===== config.mk =====
export PLATFORM = sky130hd
export DESIGN_NAME = fcmac_fifo
export DESIGN_NICKNAME = d
export VERILOG_FILES = /design/src/design/fcmac_pkg.sv /design/src/design/fcmac_fifo.sv
export SDC_FILE = /design/constraint.sdc
export NUM_CORES = 1
export LEC_CHECK = 0
export BUFFER_PORTS_ARGS = -buffer_cell sky130_fd_sc_hd__buf_2
export CORE_ASPECT_RATIO = 2
export CORE_MARGIN = 2
export CORE_UTILIZATION = 45
export CTS_CLUSTER_DIAMETER = 120
export DETAILED_ROUTE_END_ITERATION = 12
export HOLD_SLACK_MARGIN = 0.12
export PLACE_DENSITY_LB_ADDON = 0.2
export SLEW_MARGIN = 20
export SYNTH_ARGS = -nofsm -noshare
export SYNTH_HDL_FRONTEND = slang
export SYNTH_SLANG_ARGS = --single-unit

===== constraint.sdc =====
create_clock -name clk -period 6.66 [get_ports clk]
set_input_delay 0.999 -clock clk [delete_from_list [all_inputs] [get_ports clk]]
set_output_delay 0.999 -clock clk [all_outputs]
set_load 0.1 [all_outputs]

===== src/design/fcmac_pkg.sv =====
// types and constants of the fully connected layer engine
`default_nettype none

package fcmac_pkg;

	// load item as it arrives
	typedef struct packed {
		logic [1:0]         func;
		logic [3:0]         class_index;
		logic [7:0]         feature_index;
		logic signed [31:0] value;
		logic               row_end;
	} load_item_t;

	// score item as it leaves
	typedef struct packed {
		logic [3:0]         out_class;
		logic signed [31:0] score;
		logic               last;
	} score_item_t;

	// func codes of a load item
	localparam logic [1:0] FN_OFFSET  = 2'd0;
	localparam logic [1:0] FN_WEIGHT  = 2'd1;
	localparam logic [1:0] FN_FEATURE = 2'd2;

	typedef enum logic [1:0] {
		CMD_OFFSET  = 2'd0,
		CMD_WEIGHT  = 2'd1,
		CMD_FEATURE = 2'd2
	} cmd_kind_t;

	// classified command passed from front to back
	typedef struct packed {
		cmd_kind_t   kind;
		logic        wr_en;
		logic [3:0]  cls;
		logic [7:0]  feat;
		logic [31:0] data;
		logic        compute;
	} cmd_t;

	typedef struct packed {
		logic valid;
		logic full;
	} fifo_status_t;

	localparam int FIFO_DEPTH = 4;
	localparam int FIFO_PTR_W = $clog2(FIFO_DEPTH);

endpackage

`default_nettype wire


===== src/design/fcmac_fifo.sv =====
// short command queue between front and back
`default_nettype none

module fcmac_fifo (
	input  wire logic                   clk,
	input  wire logic                   arst_n,
	input  wire logic                   push,
	input  wire fcmac_pkg::cmd_t        push_cmd,
	input  wire logic                   pop,
	output fcmac_pkg::fifo_status_t     status,
	output fcmac_pkg::cmd_t             head
);

	fcmac_pkg::cmd_t mem [fcmac_pkg::FIFO_DEPTH];

	logic [fcmac_pkg::FIFO_PTR_W-1:0] wr_ptr_q;
	logic [fcmac_pkg::FIFO_PTR_W-1:0] rd_ptr_q;
	logic [fcmac_pkg::FIFO_PTR_W:0]   count_q;

	assign status.full  = count_q == (fcmac_pkg::FIFO_PTR_W + 1)'(fcmac_pkg::FIFO_DEPTH);
	assign status.valid = count_q != '0;
	assign head         = mem[rd_ptr_q];

	always_ff @(posedge clk) begin
		if (push) begin
			mem[wr_ptr_q] <= push_cmd;
		end
	end

	always_ff @(posedge clk or negedge arst_n) begin
		if (!arst_n) begin
			wr_ptr_q <= '0;
			rd_ptr_q <= '0;
			count_q  <= '0;
		end else begin
			if (push) begin
				wr_ptr_q <= wr_ptr_q + 1'b1;
			end
			if (pop) begin
				rd_ptr_q <= rd_ptr_q + 1'b1;
			end
			case ({push, pop})
				2'b10:   count_q <= count_q + 1'b1;
				2'b01:   count_q <= count_q - 1'b1;
				default: count_q <= count_q;
			endcase
		end
	end

endmodule

`default_nettype wire


# Word level (Yosys, flattened, before mapping)

Memories as Yosys holds them, arrays and structs flattened.
Cells that the tools add are included.

Bits in registers: 7
RAM bits: 192
Input bits: 52
Output and inout bits: 50
Word-level logic and storage cells: 16
Memories: 1

Add/sub/neg operators: 4
Equality and inequality tests: 3
Mux-type cells: 3
Reductions and logical operators: 2

Memories:

| name | words | width | read ports | clocked after memory_dff | write ports | line             | source |
|---|---|---|---|---|---|---|---|
| mem  | 4     | 48    | 1          | 0                        | 1           | fcmac_fifo.sv:14 | `fcmac_pkg::cmd_t mem [fcmac_pkg::FIFO_DEPTH];` |

Operators with widths:

| kind                | number |
|---|---|
| $pmux 3 s2          | 1 |
| $add 2x1->2 const B | 2 |
| $add 3x1->3 const B | 1 |
| $eq 3x3->1 const B  | 1 |
| $reduce_bool 3->1   | 1 |
| $sub 3x1->3 const B | 1 |
| $eq 2x1->1 const B  | 1 |
| $eq 2x2->1 const B  | 1 |
| $mux 1              | 2 |
| $reduce_bool 2->1   | 1 |

# Depth between registers and ports, before layout

Gate-level depths: netlist of run 1.

Word-level depth: 2
Mapped depth: 6
Gate-level depth less buffers: 6

# Least setup slack after synthesis of run 1

No wires, ideal clock.

Kind: register to output
From: register count_q[0] in the netlist's numbering
To: output port status[0] in the netlist's numbering
Arrival time: 2.647 ns
Data required time: 5.661 ns
Path slack: 3.014 ns
Stages on the path, launching flop included: 2
Buffers on the path: 0
Cell sequence: dfrtp_1 nor3b_1

RTL lines:

| item                   | line             | source |
|---|---|---|
| start, declared        | fcmac_fifo.sv:18 | `logic [fcmac_pkg::FIFO_PTR_W:0] count_q;` |
| start signal, assigned | fcmac_fifo.sv:43 | `2'b10: count_q <= count_q + 1'b1;` |
| start signal, assigned | fcmac_fifo.sv:44 | `2'b01: count_q <= count_q - 1'b1;` |
| start signal, assigned | fcmac_fifo.sv:45 | `default: count_q <= count_q;` |
| end, declared          | fcmac_fifo.sv:10 | `output fcmac_pkg::fifo_status_t status,` |

==> run metrics, run 1 <==
outcome=finished clean; clk sinks=199; Worst-path clk slew=0.07 ns; Compound-Gate Fraction of Synth Area=0.0006788; Pre-antenna DRT Iters=5; final wirelength=12.52 mm; hold-fix buffers at CTS=0; total track usage=0.1524; Cells after DPL=583; Post-Syn Area=0.007373 sq mm; reg-to-reg setup timing slack=4.56 ns; Ys Warns=0; die width=94.51 um; antenna violations before repair=1; crit-path leading delay family=buffers and inverters; Cell variety after synth=19; FF+latch count, synth=199; CTS root buffer=clkbuf_16; critical-path cell list=buf_4 > mux4_2 > buf_2; Post-Layout Cell Count=616; vias per cell=5.167; asr flop ratio synth=0.03518; Final period util=0.5159; final setup margin=3.224 ns; Final min period=3.436 ns; Die Ht=185.0 um; via count=3183; postcts setup bufs=0; WP data required=5.66 ns; first-pass GRT wire length=18.93 mm; worst min path class=in -> async; number of filler cells placed in the layout=1331; Syn Inst Count=284; # setup viols final=0; CTS tree=built; largest net degree at the start of global routing=51; Port Buffers=101; vias in the first global route=3469; Post-synth top flop=edfxtp_1; wire per inst=20.32 um; worst endpoint data arrival time=2.44 ns; setup TNS=0 ns; Max stage delay cell, worst path=dfrtp_2; main combinational cell family by area after synthesis=multiplexers; fraction of layout cells with a size suffix above 1=0.4684; DRC viols=0; crit path kind=reg -> out; number of CTS-inserted buffers=17; DR iter-0 viols=201; Fmax achieved=291.1 MHz; Seq/Total Area, Yosys=0.8057; relative slew slack=0.5572; total global routing overflow=0; Mapped Nets=342; core area=0.01619 sq mm; critical path endpoint category=output pin; post-route ant nets=0; CTS resizes=0; clock latency on the worst-skew pair=0.43 ns; Synth Area in XOR/XNOR=0.007127; die area=0.01749 sq mm; Post-Syn Area per Cell=25.96 sq um; Setup WS pre-CTS=3.538 ns; Ports=102; gpl congestion=0.6841; P&R area growth vs syn=17.04%; Synth Area in Simple Gates=0.006788; Post-DP HPWL=7.581 mm; # rows=66; CTS H-tree lvls=4; startpoint types=register; # Max-Cap Violations=0; worst path buffer plus inverter count=2; final hold violations=0; synthesized-area fraction occupied by adder cells=0.01120; post-synthesis mux area share=0.1481; # nets final=457; RSZ-0062 raised after global routing=false; Final Max Tran Viols=0; Initial Util=0.4556; Clock Path Buffers=2; Post-synth EDFFs=192; Slew @ Worst Pin=0.6642 ns; Max FO, Critical Path=26; final core utilization=0.5332; Critical Path Max Stage Delay=0.78 ns; n_diodes=0; skew final=0.006524 ns
==> per-stage QoR <==
stage / instance area [sq um] / hold WS (ns)
2_1_floorplan: 7373 / 0.4471
3_3_place_gp: 8043 / 0.4665
3_5_place_dp: 8043 / 0.4904
4_1_cts: 8610 / 0.3833
5_1_grt: 8630 / 0.3908
6_report: 8630 / 0.3979
==> logic make-up after synthesis <==
family,Yosys count
AOI/OAI and AO/OA,1
DFF,199
muxes,49
adders and majority gates,6
and+or+nand+nor,9
buffers and inverters,14
xor gates and xnor gates,6
==> final timing paths <==
path / start / endpoint / cells past startpoint
worst max-delay path: rd_ptr_q[1] / head[30] / 3
worst min-delay path: arst_n / rd_ptr_q[1] / 1
worst max register to register: wr_ptr_q[0] / mem[0][7] / 4
worst min register to register: count_q[2] / count_q[2] / 1
max in group asynchronous: arst_n / rd_ptr_q[0] / 1
min in group clk: count_q[2] / count_q[2] / 1
==> cells in the mapped netlist (2+ instances only) <==
cell	number	area [sq um]
and2_1	4	25.02
buf_12	5	100.1
buf_2	4	20.02
dfrtp_1	7	175.2
edfxtp_1	192	5766
ha_1	5	62.56
inv_1	3	11.26
mux4_2	48	1081
nand2_1	2	7.510
xnor2_1	3	26.28
xor2_1	3	26.28
==> per-layer routing <==
metal,up-vias,GRT usage,part of all wire
met5,-,0,0.0010
li1,1432,-,-
met1,1665,0.1743,0.38
met3,20,0.03255,0.033
met2,64,0.2683,0.56
met4,2,0.07304,0.025
==> state kept, by name, indices dropped and copies added, names as in the netlist <==
| register | count |
|---|---|
| wr_ptr_q | 2 |
| rd_ptr_q | 2 |
| count_q | 3 |
| mem | 192 |
==> layout make-up <==
cell class | count | area, sq um | area share
Sequential cell | 199 | 5946 | 0.6890
Multi-Input combinational cell | 71 | 1287 | 0.1492
Timing Repair Buffer | 107 | 563.0 | 0.06525
Clock buffer | 18 | 429.2 | 0.04973
Tap cell | 204 | 255.2 | 0.02958
Clock inverter | 14 | 137.6 | 0.01595
Inverter | 3 | 11.26 | 0.001305
==> cells in the final DEF, fill, tap and decap left out, drive strengths merged <==
cell type / Yosys / final
clkbuf: 0 / 18
xnor2: 3 / 3
and2: 4 / 4
nor2: 1 / 1
nand2: 2 / 2
mux2: 1 / 1
buf: 11 / 107
or3: 1 / 1
edfxtp: 192 / 192
o21ai: 1 / 1
fa: 1 / 1
dfrtp: 7 / 7
ha: 5 / 5
bufinv: 0 / 1
xor2: 3 / 3
inv: 3 / 9
clkinvlp: 0 / 2
clkinv: 0 / 5
nor3b: 1 / 1
mux4: 48 / 48
Power of run 1 is left out: the tool's default activity adds up to more than one toggle a clock period on the data nets, which glitch-free logic cannot reach.
==> inputs of run 2 (changes only) <==
ABC_AREA = 1   (was unset)
clock period = 3.06 ns   (was 6.66 ns; I/O delays follow)
==> run 2 against run 1 <==
- die area increased by 11%
- non-clock buffer count is 10 higher
- highest routed layer is now met4
- via count is 61% higher
==> run metrics, run 2 <==
die area=0.01942 sq mm; via count=5127; die width=99.54 um; skew final=0.007068 ns; Clock Path Buffers=2; outcome=finished clean; crit path kind=reg -> out; Worst Hold Depth=1; reg-to-reg critical path endpoint=mem[2][34]; vias per cell=4.954; Post-Syn Area per Cell=11.67 sq um; gpl congestion=0.7654; Pre-antenna DRT Iters=5; final setup margin=0.2948 ns; # Max-Cap Violations=0; Syn Inst Count=704; Die Ht=195.1 um; post-route ant nets=0; number of CTS-inserted buffers=17; Design Area, Final=0.009525 sq mm; DRC viols=0; FF+latch count, synth=199; Worst-path clk slew=0.07 ns; worst hold start=push_cmd[40]; Setup WS pre-CTS=0.5644 ns; Post-synth top cells=206 x nand2_1, 192 x edfxtp_1, 107 x inv_1, 95 x nor2_1, 48 x o211ai_1; Placed Area=0.008900 sq mm; Synth Area in Simple Gates=0.1395; post-synthesis mux area share=0; asr flop ratio synth=0.03518; most frequent cells in the layout=206 x nand2_1, 192 x edfxtp_1, 103 x inv_1; Compound-Gate Fraction of Synth Area=0.04508; Initial Util=0.4597; Reg2Reg Depth=5; Slew @ Worst Pin=0.6613 ns; reg-to-reg setup timing slack=1.12 ns; largest net degree at the start of global routing=71; Synth area leaders=edfxtp_1 70%, nand2_1 9.4%, inv_1 4.9%; CTS root buffer=clkbuf_16; Cell variety after synth=20; total track usage=0.1689; Largest register FFs=192; Post-synth top flop=edfxtp_1; main combinational cell family by area after synthesis=simple AND/OR/NAND/NOR gates; critical path endpoint category=output pin; Mapped Nets=762; Ys Warns=0; total global routing overflow=0; antenna violations before repair=2; clock latency on the worst-skew pair=0.43 ns; worst min path class=in -> reg; CTS H-tree lvls=4; Post-DP HPWL=10.18 mm; Port Buffers=101; WHS Endpoint=mem[0][40]; # nets final=865; RSZ-0062 raised after global routing=false; worst endpoint data arrival time=2.31 ns; WP data required=2.60 ns; Seq/Total Area, Yosys=0.7231; Most flops, register=mem; final wirelength=16.07 mm; synthesized-area fraction occupied by adder cells=0.01005; setup TNS=0 ns; first-pass GRT wire length=25.05 mm; clk sinks=199; final hold violations=0; # setup viols final=0; Post-synth EDFFs=192; Final Max Tran Viols=0; P&R area growth vs syn=15.95%; r2r startpoint=wr_ptr_q[0]; most frequent cell after synthesis=nand2_1; wire per inst=15.53 um; CTS tree=built; DR iter-0 viols=303; Max FO, Critical Path=68; Top Registers=mem x192, count_q x3; Final min period=2.765 ns; fraction of layout cells with a size suffix above 1=0.1878; Yosys top cell area share=0.7018; # rows=69; Ports=102; Post-Syn Area=0.008215 sq mm; Synth Area in XOR/XNOR=0.004264; largest area contributor in the netlist=edfxtp_1; relative slew slack=0.5585; core area=0.01787 sq mm; Final period util=0.9036; leading cell type in the layout, fill and taps excluded=nand2_1; Fmax achieved=361.6 MHz; vias in the first global route=5146; startpoint types=register
## run 2: changes by cell type after synthesis, sizes merged, moves of 2 or more
cell	before	now
xnor2	3	1
nand2	2	206
and2	4	0
nor2	1	95
clkbuf	0	5
inv	3	108
o211ai	0	48
mux4	48	0
buf	11	28
## run 2: logic make-up after synthesis
logic type                 after synthesis
DFF                                    199
and+or+nand+nor                        304
xor gates and xnor gates                 4
adders and majority gates                6
buffers and inverters                  141
AOI/OAI and AO/OA                       50
## run 2: worst max-delay path by stage
stage | from | endpoint | slack, ns | cells after the start
global placement | rd_ptr_q[0] | head[24] | 0.62 | 6
global route | rd_ptr_q[0] | head[36] | 0.14 | 6
detailed placement | rd_ptr_q[0] | head[39] | 0.56 | 6
CTS | rd_ptr_q[0] | head[39] | 0.09 | 6
floorplan | count_q[0] | status[0] | 0.1 | 1
finish | rd_ptr_q[0] | head[39] | 0.29 | 6
## run 2: layout make-up
class | count | area (sq um)
antenna | 2 | 5.005
clock buffer | 17 | 425.4
clock inverter | 15 | 165.2
fill | 1518 | 8346
inverter | 108 | 406.6
multi-input combinational | 364 | 1634
sequential | 199 | 5944
tap | 213 | 266.5
timing repair buffer | 117 | 678.2
## run 2: critical path, stage by stage, from the launching register on
cell     delay, ns
dfrtp_4       0.75
buf_12        0.33
nor2_1        0.09
nor2_1        0.12
nand2_1       0.08
nand2_1       0.07
buf_2         0.42
## run 2: timing repair
item	4_1_cts	5_1_grt
endpoints found under the setup margin	0	11
gates resized for setup	0	0
endpoints found under the hold margin	7	0
hold buffers	1	0
buffers inserted	0	1
## run 2: stage by stage
stage                     hold WS [ns]  utilization  std cells
after floorplan                 0.1634            -        704
after global placement          0.3090       0.4980        999
after detailed placement        0.3156       0.4980        999
after CTS                       0.2195       0.5316       1032
after global routing            0.2251       0.5329       1034
final                           0.2397       0.5330       1035
## run 2: routing by layer
metal	routed length, um	GRT usage	part of all wire
met5	0	0	0
met4	299	0.07002	0.019
met2	9033	0.3156	0.56
met3	547	0.03543	0.034
met1	6191	0.1799	0.39
Power of run 2 is left out for the same reason.
